<file path="src/hdl/bsmp_pkg.sv">
package bsmp_pkg;

  // Table geometry
  localparam int SLOTS     = 64;
  localparam int CONN_BITS = 16;
  localparam int SLOT_W    = $clog2(SLOTS);
  localparam int TOTAL_W   = $clog2(SLOTS + 1);

  // Fixed field widths of the channels
  localparam int ACTION_W = 2;
  localparam int TARGET_W = 6;
  localparam int WEIGHT_W = 16;
  localparam int RAND_W   = 16;
  localparam int STATUS_W = 2;
  localparam int REPORT_W = 16;

  localparam logic [CONN_BITS-1:0] CONN_MAX = '1;

  // Actions
  localparam logic [ACTION_W-1:0] ACT_SELECT  = 2'd0;
  localparam logic [ACTION_W-1:0] ACT_RELEASE = 2'd1;
  localparam logic [ACTION_W-1:0] ACT_ADD     = 2'd2;
  localparam logic [ACTION_W-1:0] ACT_REMOVE  = 2'd3;

  // Selection policies
  localparam logic [1:0] POL_RR     = 2'd0;
  localparam logic [1:0] POL_LEAST  = 2'd1;
  localparam logic [1:0] POL_RANDOM = 2'd2;
  localparam logic [1:0] POL_WEIGHT = 2'd3;

  // Result status codes
  localparam logic [STATUS_W-1:0] ST_OK         = 2'd0;
  localparam logic [STATUS_W-1:0] ST_NO_BACKEND = 2'd1;
  localparam logic [STATUS_W-1:0] ST_FULL       = 2'd2;
  localparam logic [STATUS_W-1:0] ST_NOT_FOUND  = 2'd3;

  // Controller to datapath commands
  typedef struct packed {
    logic start;   // latch the item, clear the search state
    logic div_go;  // start the modulo unit
    logic scan;    // issue one slot of the table walk
    logic upd;     // apply the action and load the result
  } cmd_t;

  // Datapath to controller status
  typedef struct packed {
    logic [ACTION_W-1:0] action;
    logic [1:0]          policy;
    logic                empty;
    logic                div_busy;
    logic                scan_last;
  } sts_t;

endpackage

</file>
<file path="src/hdl/bsmp_if.sv">
interface bsmp_req_if;
  logic        valid;
  logic        ready;
  logic [1:0]  action;
  logic [5:0]  target_slot;
  logic [15:0] new_weight;
  logic [15:0] random_value;

  modport source (output valid, action, target_slot, new_weight, random_value, input ready);
  modport sink   (input valid, action, target_slot, new_weight, random_value, output ready);
endinterface

interface bsmp_rsp_if;
  logic        valid;
  logic        ready;
  logic [1:0]  status;
  logic [5:0]  chosen_slot;
  logic [15:0] slot_connections;

  modport source (output valid, status, chosen_slot, slot_connections, input ready);
  modport sink   (input valid, status, chosen_slot, slot_connections, output ready);
endinterface

interface bsmp_cfg_if;
  logic       valid;
  logic       ready;
  logic [1:0] data;

  modport source (output valid, data, input ready);
  modport sink   (input valid, data, output ready);
endinterface

</file>
<file path="src/hdl/bsmp_div.sv">
module bsmp_div (
  input  logic                          clk,
  input  logic                          rst,
  input  logic                          go,
  input  logic [bsmp_pkg::RAND_W-1:0]   dividend,
  input  logic [bsmp_pkg::TOTAL_W-1:0]  divisor,
  output logic                          busy,
  output logic [bsmp_pkg::TOTAL_W-1:0]  rem
);
  import bsmp_pkg::*;

  localparam int STEPS  = RAND_W;
  localparam int STEP_W = $clog2(STEPS + 1);

  logic [RAND_W-1:0]  dvd;
  logic [STEP_W-1:0]  steps_left;
  logic [TOTAL_W:0]   trial;
  logic [TOTAL_W:0]   diff;

  // Bring down one dividend bit and try the subtract
  assign trial = {rem, dvd[RAND_W-1]};
  assign diff  = trial - {1'b0, divisor};

  // Restoring remainder, one bit a cycle
  always_ff @(posedge clk) begin
    if (rst) begin
      busy       <= 1'b0;
      steps_left <= '0;
    end else if (go) begin
      busy       <= 1'b1;
      steps_left <= STEP_W'(STEPS);
    end else if (busy) begin
      steps_left <= steps_left - STEP_W'(1);
      if (steps_left == STEP_W'(1)) begin
        busy <= 1'b0;
      end
    end
  end

  always_ff @(posedge clk) begin
    if (go) begin
      dvd <= dividend;
      rem <= '0;
    end else if (busy) begin
      dvd <= dvd << 1;
      if (trial >= {1'b0, divisor}) begin
        rem <= diff[TOTAL_W-1:0];
      end else begin
        rem <= trial[TOTAL_W-1:0];
      end
    end
  end

endmodule

</file>
<file path="src/hdl/bsmp_dp.sv">
module bsmp_dp (
  input  logic                            clk,
  input  logic                            rst,
  input  bsmp_pkg::cmd_t                  cmd,
  output bsmp_pkg::sts_t                  sts,
  input  logic [bsmp_pkg::ACTION_W-1:0]   req_action,
  input  logic [bsmp_pkg::TARGET_W-1:0]   req_target_slot,
  input  logic [bsmp_pkg::WEIGHT_W-1:0]   req_new_weight,
  input  logic [bsmp_pkg::RAND_W-1:0]     req_random_value,
  input  logic                            cfg_write,
  input  logic [1:0]                      cfg_data,
  output logic [bsmp_pkg::STATUS_W-1:0]   rsp_status,
  output logic [bsmp_pkg::TARGET_W-1:0]   rsp_chosen_slot,
  output logic [bsmp_pkg::REPORT_W-1:0]   rsp_slot_connections
);
  import bsmp_pkg::*;

  // Table: valid marks in flops, weights and counts in memories
  logic [SLOTS-1:0]            slot_valid;
  logic [CONN_BITS-1:0]        cnt_mem [SLOTS];
  logic [WEIGHT_W-1:0]         wt_mem  [SLOTS];
  logic [CONN_BITS-1:0]        rd_cnt;
  logic signed [WEIGHT_W-1:0]  rd_wt;
  logic [SLOT_W-1:0]           rd_addr;

  logic [1:0]                  policy;
  logic [SLOT_W-1:0]           rr_pointer;
  logic [TOTAL_W-1:0]          backend_total;

  // Latched item
  logic [ACTION_W-1:0]         item_action;
  logic [TARGET_W-1:0]         item_target;
  logic [WEIGHT_W-1:0]         item_weight;
  logic [RAND_W-1:0]           item_random;

  // Walk state
  logic [SLOT_W:0]             scan_cnt;
  logic [SLOT_W-1:0]           p_idx;
  logic                        p_live;
  logic                        found;
  logic [SLOT_W-1:0]           pick;
  logic [CONN_BITS-1:0]        best;
  logic [TOTAL_W-1:0]          seen;

  // Modulo unit
  logic                        div_busy;
  logic [TOTAL_W-1:0]          rem;
  logic [RAND_W-1:0]           dividend;
  logic [TOTAL_W-1:0]          rem_inc;

  logic [SLOT_W-1:0]           tgt_idx;
  logic                        tgt_ok;
  logic [SLOT_W-1:0]           op_idx;
  logic                        fail;
  logic [STATUS_W-1:0]         fail_code;
  logic [CONN_BITS-1:0]        cnt_next;
  logic                        p_valid;

  bsmp_div u_div (
    .clk      (clk),
    .rst      (rst),
    .go       (cmd.div_go),
    .dividend (dividend),
    .divisor  (backend_total),
    .busy     (div_busy),
    .rem      (rem)
  );

  assign dividend = (policy == POL_RR) ? RAND_W'(rr_pointer) : item_random;
  assign rem_inc  = rem + TOTAL_W'(1);

  assign sts.action    = item_action;
  assign sts.policy    = policy;
  assign sts.empty     = (backend_total == '0);
  assign sts.div_busy  = div_busy;
  assign sts.scan_last = (scan_cnt == (SLOT_W + 1)'(SLOTS - 1));

  // Target check and the slot the action works on
  assign tgt_idx = SLOT_W'(item_target);
  assign tgt_ok  = (32'(item_target) < SLOTS) && slot_valid[tgt_idx];
  assign op_idx  = (item_action == ACT_SELECT || item_action == ACT_ADD) ? pick : tgt_idx;
  assign rd_addr = cmd.scan ? scan_cnt[SLOT_W-1:0] : op_idx;
  assign p_valid = slot_valid[p_idx];

  always_comb begin
    case (item_action)
      ACT_SELECT: begin
        fail      = !found;
        fail_code = ST_NO_BACKEND;
      end
      ACT_ADD: begin
        fail      = !found;
        fail_code = ST_FULL;
      end
      default: begin
        fail      = !tgt_ok;
        fail_code = ST_NOT_FOUND;
      end
    endcase
  end

  // Saturating count update
  always_comb begin
    case (item_action)
      ACT_SELECT:  cnt_next = (rd_cnt == CONN_MAX) ? rd_cnt : rd_cnt + CONN_BITS'(1);
      ACT_RELEASE: cnt_next = (rd_cnt == '0) ? rd_cnt : rd_cnt - CONN_BITS'(1);
      default:     cnt_next = '0;
    endcase
  end

  // Memory ports: one registered read, one write
  always_ff @(posedge clk) begin
    rd_cnt <= cnt_mem[rd_addr];
    rd_wt  <= wt_mem[rd_addr];
    if (cmd.upd && !fail) begin
      cnt_mem[op_idx] <= cnt_next;
    end
  end

  always_ff @(posedge clk) begin
    if (cmd.upd && !fail && item_action == ACT_ADD) begin
      wt_mem[op_idx] <= item_weight;
    end
  end

  // Latch the item on its beat
  always_ff @(posedge clk) begin
    if (cmd.start) begin
      item_action <= req_action;
      item_target <= req_target_slot;
      item_weight <= req_new_weight;
      item_random <= req_random_value;
    end
  end

  // Policy register
  always_ff @(posedge clk) begin
    if (rst) begin
      policy <= POL_RR;
    end else if (cfg_write) begin
      policy <= cfg_data;
    end
  end

  // Walk counter and the delayed slot that matches the read data
  always_ff @(posedge clk) begin
    if (rst) begin
      scan_cnt <= '0;
      p_live   <= 1'b0;
    end else begin
      p_live <= cmd.scan;
      if (cmd.start) begin
        scan_cnt <= '0;
      end else if (cmd.scan) begin
        scan_cnt <= scan_cnt + (SLOT_W + 1)'(1);
      end
    end
  end

  always_ff @(posedge clk) begin
    p_idx <= scan_cnt[SLOT_W-1:0];
  end

  // Judge one slot a cycle
  always_ff @(posedge clk) begin
    if (rst) begin
      found <= 1'b0;
    end else if (cmd.start) begin
      found <= 1'b0;
      seen  <= '0;
    end else if (p_live) begin
      if (item_action == ACT_ADD) begin
        if (!found && !p_valid) begin
          found <= 1'b1;
          pick  <= p_idx;
        end
      end else begin
        case (policy)
          POL_LEAST: begin
            if (p_valid && (!found || rd_cnt < best)) begin
              found <= 1'b1;
              pick  <= p_idx;
              best  <= rd_cnt;
            end
          end
          POL_WEIGHT: begin
            if (!found && p_valid && rd_wt > $signed(WEIGHT_W'(0))) begin
              found <= 1'b1;
              pick  <= p_idx;
            end
          end
          default: begin
            if (!found && p_valid) begin
              if (seen == rem) begin
                found <= 1'b1;
                pick  <= p_idx;
              end else begin
                seen <= seen + TOTAL_W'(1);
              end
            end
          end
        endcase
      end
    end
  end

  // Table bookkeeping on update
  always_ff @(posedge clk) begin
    if (rst) begin
      slot_valid    <= '0;
      backend_total <= '0;
      rr_pointer    <= '0;
    end else if (cmd.upd && !fail) begin
      case (item_action)
        ACT_SELECT: begin
          if (policy == POL_RR) begin
            rr_pointer <= (rem_inc == backend_total) ? '0 : SLOT_W'(rem_inc);
          end
        end
        ACT_ADD: begin
          slot_valid[op_idx] <= 1'b1;
          backend_total      <= backend_total + TOTAL_W'(1);
        end
        ACT_REMOVE: begin
          slot_valid[op_idx] <= 1'b0;
          if (backend_total != '0) begin
            backend_total <= backend_total - TOTAL_W'(1);
          end
        end
        default: begin
        end
      endcase
    end
  end

  // Result register
  always_ff @(posedge clk) begin
    if (cmd.upd) begin
      if (fail) begin
        rsp_status           <= fail_code;
        rsp_chosen_slot      <= '0;
        rsp_slot_connections <= '0;
      end else begin
        rsp_status           <= ST_OK;
        rsp_chosen_slot      <= TARGET_W'(op_idx);
        rsp_slot_connections <= REPORT_W'(cnt_next);
      end
    end
  end

endmodule

</file>
<file path="src/hdl/bsmp_ctrl.sv">
module bsmp_ctrl (
  input  logic           clk,
  input  logic           rst,
  input  logic           req_valid,
  output logic           req_ready,
  output logic           rsp_valid,
  input  logic           rsp_ready,
  input  bsmp_pkg::sts_t sts,
  output bsmp_pkg::cmd_t cmd
);
  import bsmp_pkg::*;

  localparam logic [2:0] S_IDLE = 3'd0;
  localparam logic [2:0] S_DISP = 3'd1;
  localparam logic [2:0] S_DIV  = 3'd2;
  localparam logic [2:0] S_SCAN = 3'd3;
  localparam logic [2:0] S_SEL  = 3'd4;
  localparam logic [2:0] S_PICK = 3'd5;
  localparam logic [2:0] S_UPD  = 3'd6;
  localparam logic [2:0] S_OUT  = 3'd7;

  logic [2:0] state;
  logic [2:0] state_next;

  assign req_ready = (state == S_IDLE);
  assign rsp_valid = (state == S_OUT);

  always_comb begin
    state_next = state;
    cmd        = '0;
    case (state)
      S_IDLE: begin
        if (req_valid) begin
          cmd.start  = 1'b1;
          state_next = S_DISP;
        end
      end
      // Route by action and policy
      S_DISP: begin
        case (sts.action)
          ACT_SELECT: begin
            if (sts.empty) begin
              state_next = S_PICK;
            end else if (sts.policy == POL_RR || sts.policy == POL_RANDOM) begin
              cmd.div_go = 1'b1;
              state_next = S_DIV;
            end else begin
              state_next = S_SCAN;
            end
          end
          ACT_ADD: state_next = S_SCAN;
          default: state_next = S_PICK;
        endcase
      end
      S_DIV: begin
        if (!sts.div_busy) begin
          state_next = S_SCAN;
        end
      end
      S_SCAN: begin
        cmd.scan = 1'b1;
        if (sts.scan_last) begin
          state_next = S_SEL;
        end
      end
      // Last slot is judged here
      S_SEL:  state_next = S_PICK;
      // Read of the chosen slot's count is in flight
      S_PICK: state_next = S_UPD;
      S_UPD: begin
        cmd.upd    = 1'b1;
        state_next = S_OUT;
      end
      S_OUT: begin
        if (rsp_ready) begin
          state_next = S_IDLE;
        end
      end
      default: state_next = S_IDLE;
    endcase
  end

  always_ff @(posedge clk) begin
    if (rst) begin
      state <= S_IDLE;
    end else begin
      state <= state_next;
    end
  end

endmodule

</file>
<file path="src/hdl/backend_selector_multi_policy_core.sv">
// Backend selector over a 64-slot table of weight and live connection count.
// One request is handled at a time; its result beat is offered on rsp and
// the next request is taken once that beat is accepted. Release and remove
// skip the walk and read and update the target slot. Add and the least
// connections and weighted selects walk every slot through the one read port
// of the weight and count memories. Round robin and random selects first
// form the slot index modulo the backend count in a one-bit-per-cycle
// remainder unit, then walk. A select on an empty table skips the walk.
// The policy register may be written at any time the block is idle; its
// port is always ready.
module backend_selector_multi_policy_core (
  input logic     clk,
  input logic     rst,
  bsmp_req_if.sink   req,
  bsmp_rsp_if.source rsp,
  bsmp_cfg_if.sink   cfg
);
  import bsmp_pkg::*;

  cmd_t cmd;
  sts_t sts;

  assign cfg.ready = 1'b1;

  bsmp_ctrl u_ctrl (
    .clk       (clk),
    .rst       (rst),
    .req_valid (req.valid),
    .req_ready (req.ready),
    .rsp_valid (rsp.valid),
    .rsp_ready (rsp.ready),
    .sts       (sts),
    .cmd       (cmd)
  );

  bsmp_dp u_dp (
    .clk                  (clk),
    .rst                  (rst),
    .cmd                  (cmd),
    .sts                  (sts),
    .req_action           (req.action),
    .req_target_slot      (req.target_slot),
    .req_new_weight       (req.new_weight),
    .req_random_value     (req.random_value),
    .cfg_write            (cfg.valid),
    .cfg_data             (cfg.data),
    .rsp_status           (rsp.status),
    .rsp_chosen_slot      (rsp.chosen_slot),
    .rsp_slot_connections (rsp.slot_connections)
  );

endmodule

</file>
<file path="src/flat_wrapper.sv">
// flat-port wrapper written by rule: the top's interface ports become plain ports
module backend_selector_multi_policy_core_flat import bsmp_pkg::*;
  (clk, rst, req_valid, req_action, req_target_slot, req_new_weight, req_random_value, req_ready, rsp_valid, rsp_status, rsp_chosen_slot, rsp_slot_connections, rsp_ready, cfg_valid, cfg_data, cfg_ready);
  bsmp_req_if req_i ();
  bsmp_rsp_if rsp_i ();
  bsmp_cfg_if cfg_i ();
  input logic clk;
  input logic rst;
  input wire logic [$bits(req_i.valid)-1:0] req_valid;
  input wire logic [$bits(req_i.action)-1:0] req_action;
  input wire logic [$bits(req_i.target_slot)-1:0] req_target_slot;
  input wire logic [$bits(req_i.new_weight)-1:0] req_new_weight;
  input wire logic [$bits(req_i.random_value)-1:0] req_random_value;
  output wire logic [$bits(req_i.ready)-1:0] req_ready;
  output wire logic [$bits(rsp_i.valid)-1:0] rsp_valid;
  output wire logic [$bits(rsp_i.status)-1:0] rsp_status;
  output wire logic [$bits(rsp_i.chosen_slot)-1:0] rsp_chosen_slot;
  output wire logic [$bits(rsp_i.slot_connections)-1:0] rsp_slot_connections;
  input wire logic [$bits(rsp_i.ready)-1:0] rsp_ready;
  input wire logic [$bits(cfg_i.valid)-1:0] cfg_valid;
  input wire logic [$bits(cfg_i.data)-1:0] cfg_data;
  output wire logic [$bits(cfg_i.ready)-1:0] cfg_ready;
  assign req_i.valid = req_valid;
  assign req_i.action = req_action;
  assign req_i.target_slot = req_target_slot;
  assign req_i.new_weight = req_new_weight;
  assign req_i.random_value = req_random_value;
  assign req_ready = req_i.ready;
  assign rsp_valid = rsp_i.valid;
  assign rsp_status = rsp_i.status;
  assign rsp_chosen_slot = rsp_i.chosen_slot;
  assign rsp_slot_connections = rsp_i.slot_connections;
  assign rsp_i.ready = rsp_ready;
  assign cfg_i.valid = cfg_valid;
  assign cfg_i.data = cfg_data;
  assign cfg_ready = cfg_i.ready;
  backend_selector_multi_policy_core u_core (.clk(clk), .rst(rst), .req(req_i), .rsp(rsp_i), .cfg(cfg_i));
endmodule
</file>
<file path="config.mk">
export PLATFORM = sky130hd
export DESIGN_NAME = backend_selector_multi_policy_core_flat
export DESIGN_NICKNAME = d
export VERILOG_FILES = /design/src/hdl/bsmp_pkg.sv /design/src/hdl/bsmp_if.sv /design/src/hdl/bsmp_div.sv /design/src/hdl/bsmp_dp.sv /design/src/hdl/bsmp_ctrl.sv /design/src/hdl/backend_selector_multi_policy_core.sv /design/src/flat_wrapper.sv
export SDC_FILE = /design/constraint.sdc
export NUM_CORES = 2
export LEC_CHECK = 0
export ABC_AREA = 1
export ABC_CLOCK_PERIOD_IN_PS = 11600
export BUFFER_PORTS_ARGS = -buffer_cell sky130_fd_sc_hd__clkbuf_2
export CAP_MARGIN = 20
export CORE_ASPECT_RATIO = 1.75
export CORE_UTILIZATION = 55
export CTS_BUF_LIST = sky130_fd_sc_hd__clkbuf_8 sky130_fd_sc_hd__clkbuf_16
export CTS_CLUSTER_DIAMETER = 30
export DETAILED_ROUTE_END_ITERATION = 8
export HOLD_SLACK_MARGIN = 0.1
export PLACE_DENSITY = 0.71
export REMOVE_ABC_BUFFERS = 1
export SETUP_SLACK_MARGIN = 0.5
export SYNTH_ARGS = -nofsm -noshare
export SYNTH_HDL_FRONTEND = slang
export SYNTH_SLANG_ARGS = --single-unit
</file>
<file path="constraint.sdc">
create_clock -name clk -period 11.6 [get_ports clk]
set_input_delay 1.16 -clock clk [delete_from_list [all_inputs] [get_ports clk]]
set_output_delay 1.16 -clock clk [all_outputs]
set_load 0.02 [all_outputs]
</file>
==> flow_metrics.py <==
metrics = {
    "status": {
        "status": "completed",
    },
    "clocking": {
        "cts_hold_buf": 0,
        "cts_made_buffers": 291,
        "postCtsResizedCells": 0,
        "clk_pin_slew_worst_paths_ns": 0.06,
        "clk_latency_ns": 0.87,
        "post_cts_buffers": 0,
        "cts_root_buf": "clkbuf_16",
        "clock_sinks": 2299,
        "clockBufferDepth": 4,
        "h-tree-depth": 5,
        "tritoncts": "built",
    },
    "detailed_routing": {
        "drt_iter0_markers": 7980,
        "drc": 0,
        "first_pass_iters": 6,
        "detail-route-antenna-nets": 0,
        "wl_per_cell_um": 27.3,
        "drt-total-wl_um": 281000,
        "via_per_inst": 6.30,
        "via_count": 64900,
    },
    "floorplanning": {
        "core_area_um2": 173000,
        "io_pins": 74,
        "rows": 202,
        "die_w_um": 317,
        "start_util_pct": 55.4,
        "die_area_um2": 176000,
        "die_h_um": 554,
    },
    "synthesis": {
        "synth_seq_area_share_pct": 70.6,
        "yosysUniqueCellTypes": 50,
        "synthCells": 7907,
        "ys.flop_type": "edfxtp_1",
        "async_flop_share_pct": 0,
        "netlist_area_um2": 95800,
        "ys_seq_elements": 2299,
        "synth_edf_count": 2157,
        "yosys_warnings": 0,
        "avgSynthCellArea_um2": 12.1,
    },
    "power_and_ir_drop": {
        "p_leak_nw": 36.5,
        "finalPower_mw": 25.5,
        "vdd_drop_max_mv": 0.226,
        "p_per_area_nw_per_um2": 239,
    },
    "worst_setup_path": {
        "required_ns": 12.39,
        "crit_type": "register to register",
        "cpMaxStageDelayCell": "buf_4",
        "critPathTopFamily": "buffers and inverters",
        "path_cells": "buf_4 -> inv_2 -> nand2_1 -> o21ai_2 -> nand2_2 -> nand2_8 -> inv_16 -> buf_4 -> nor2_1 -> o21ai_0 -> o21ai_0 -> o211ai_1 -> nand3_1 -> nand2_1",
        "start_kind": "register",
        "cp.arrival_ns": 6.45,
        "crit_path_max_fanout": 206,
        "crit_buf_inv": 4,
        "critical_path.max_stage_delay_ns": 0.88,
        "cp-end-kind": "register",
    },
    "sta": {
        "period_minus_slack_ns": 5.66,
        "rsz0062_at_grt": "no",
        "fin_worst_skew_ns": 0.0485,
        "holdWs_ns": 0.389,
        "drv_slew": 0,
        "finalSetupViolCount": 0,
        "final.period_utilization_pct": 48.8,
        "max_freq_ghz": 0.177,
        "slew_headroom_pct": 17.2,
        "worst_pin_slew_ns": 1.24,
        "hold_violations": 0,
        "setup_tns_ns": 0,
    },
    "final_layout": {
        "fin_area_um2": 107000,
        "layout_commonest_cell": "edfxtp_1",
        "final_cell_mix": "2157 x edfxtp_1, 1004 x nor2_1, 750 x o211ai_1",
        "nets": 7908,
        "final_layout_size_suffix_gt1_share_pct": 9.74,
        "synthToLayoutAreaGrowth_pct": 11.8,
        "fin_cells": 10300,
    },
    "hold_path": {
        "hold_path.class": "register to register",
    },
    "grt": {
        "grt_pass1_wl_um": 406000,
        "track_usage_pct": 31.3,
        "grt_start_max_net_pins": 234,
        "grt_pass1_vias": 62700,
        "overflow": 0,
        "antenna_found_initial": 11,
    },
    "placed_design": {
        "io_buffer_count": 72,
        "gp_congestion": 0.970,
        "placed_cell_area_um2": 97300,
        "hpwlAfterDp_um": 165000,
        "dp.cells": 9775,
    },
    "run": {
        "drv_cap": 0,
    },
}
==> logic make-up (layout without fill, tap and decap cells) <==
logic type / count (synthesis) / count (layout) / synth area share, %
DFF: 2299 / 2299 / 70.6
buffers and inverters: 1055 / 1205 / 4.70
xor gates and xnor gates: 30 / 30 / 0.274
and+or+nand+nor: 2432 / 2432 / 11.0
other: 1 / 5 / 0.00392
AOI/OAI and AO/OA: 2053 / 2053 / 12.9
adders and majority gates: 37 / 37 / 0.499
==> worst paths after layout <==
check,from,to,slack (ns),depth (start not counted)
worst max-delay path,u_core.u_dp.item_target[0],u_core.u_dp.rd_cnt[14],5.94,14
worst min register to register,u_core.u_dp.scan_cnt[5],u_core.u_dp.p_idx[5],0.39,0
worst max register to register,u_core.u_dp.item_target[0],u_core.u_dp.rd_cnt[14],5.94,14
worst min-delay path,u_core.u_dp.scan_cnt[5],u_core.u_dp.p_idx[5],0.39,0
==> cell type report <==
| class | count | area (µm²) |
|---|---|---|
| Clock buffer | 300 | 7470 |
| Tap cell | 2244 | 2810 |
| Timing Repair Buffer | 162 | 1140 |
| Multi-Input combinational cell | 4553 | 23800 |
| Inverter | 517 | 1990 |
| Sequential cell | 2299 | 67600 |
| Fill cell | 13000 | 65800 |
| Antenna cell | 4 | 10.0 |
| Clock inverter | 226 | 2260 |
==> Yosys cell counts, types with 22 or more instances <==
cell      count  area share [%]
buf_2       184            0.96
inv_1       505             2.0
o211ai_1    750             5.9
nand3_1     350             1.8
buf_4        36            0.28
edfxtp_1   2157              68
dfxtp_1     142             3.0
o21ai_0     665             3.5
o21ai_1     458             2.4
or2_0       113            0.74
nand4_1     145            0.95
nor2_1     1007             3.9
ha_1         35            0.46
clkbuf_1    269             1.1
nand2_1     700             2.7
a21oi_1     133            0.70
or2_2        71            0.46
xor2_1       22            0.20
==> state kept, by name (all words and copies together) (netlist names), 5 cells and up, named ones only <==
signal,cells
u_core.u_dp.item_target,6
u_core.u_dp.item_random,16
u_core.u_dp.rd_wt,16
u_core.u_dp.rsp_chosen_slot,6
u_core.u_dp.p_idx,6
u_core.u_dp.rsp_slot_connections,16
u_core.u_dp.rr_pointer,6
u_core.u_dp.cnt_mem,1024
u_core.u_dp.scan_cnt,7
u_core.u_dp.wt_mem,1024
u_core.u_dp.u_div.dvd,16
u_core.u_dp.best,16
u_core.u_dp.u_div.rem,7
u_core.u_dp.seen,7
u_core.u_dp.backend_total,7
u_core.u_dp.item_weight,16
u_core.u_dp.pick,6
u_core.u_dp.rd_cnt,16
u_core.u_dp.u_div.steps_left,5
==> metal layers <==
layer	track usage (%)	routed length, µm	part of all wire [%]	up-vias
li1	-	-	-	28700
met1	35.6	94500	34	31700
met2	53.0	138000	49	3647
met3	4.84	23200	8.3	911
met4	24.6	25100	8.9	8
met5	0	49	0.017	-
==> per-stage QoR <==
step                      setup WS (ns)  util (%)
final                              5.94      61.9
after global routing               5.89      61.9
after CTS                          6.17      61.9
after detailed placement           6.18      56.3
after global placement             6.19      56.3
after floorplan                  -14.03         -
==> where the power goes <==
part / switching [mW] / internal, mW / total, mW / leakage (nW)
Combinational: 4.95 / 1.47 / 6.42 / 10.9
Sequential: 0.276 / 9.85 / 10.1 / 20.7
Clock: 3.72 / 5.28 / 9.00 / 4.82
(Power assumes the default switching activity.)
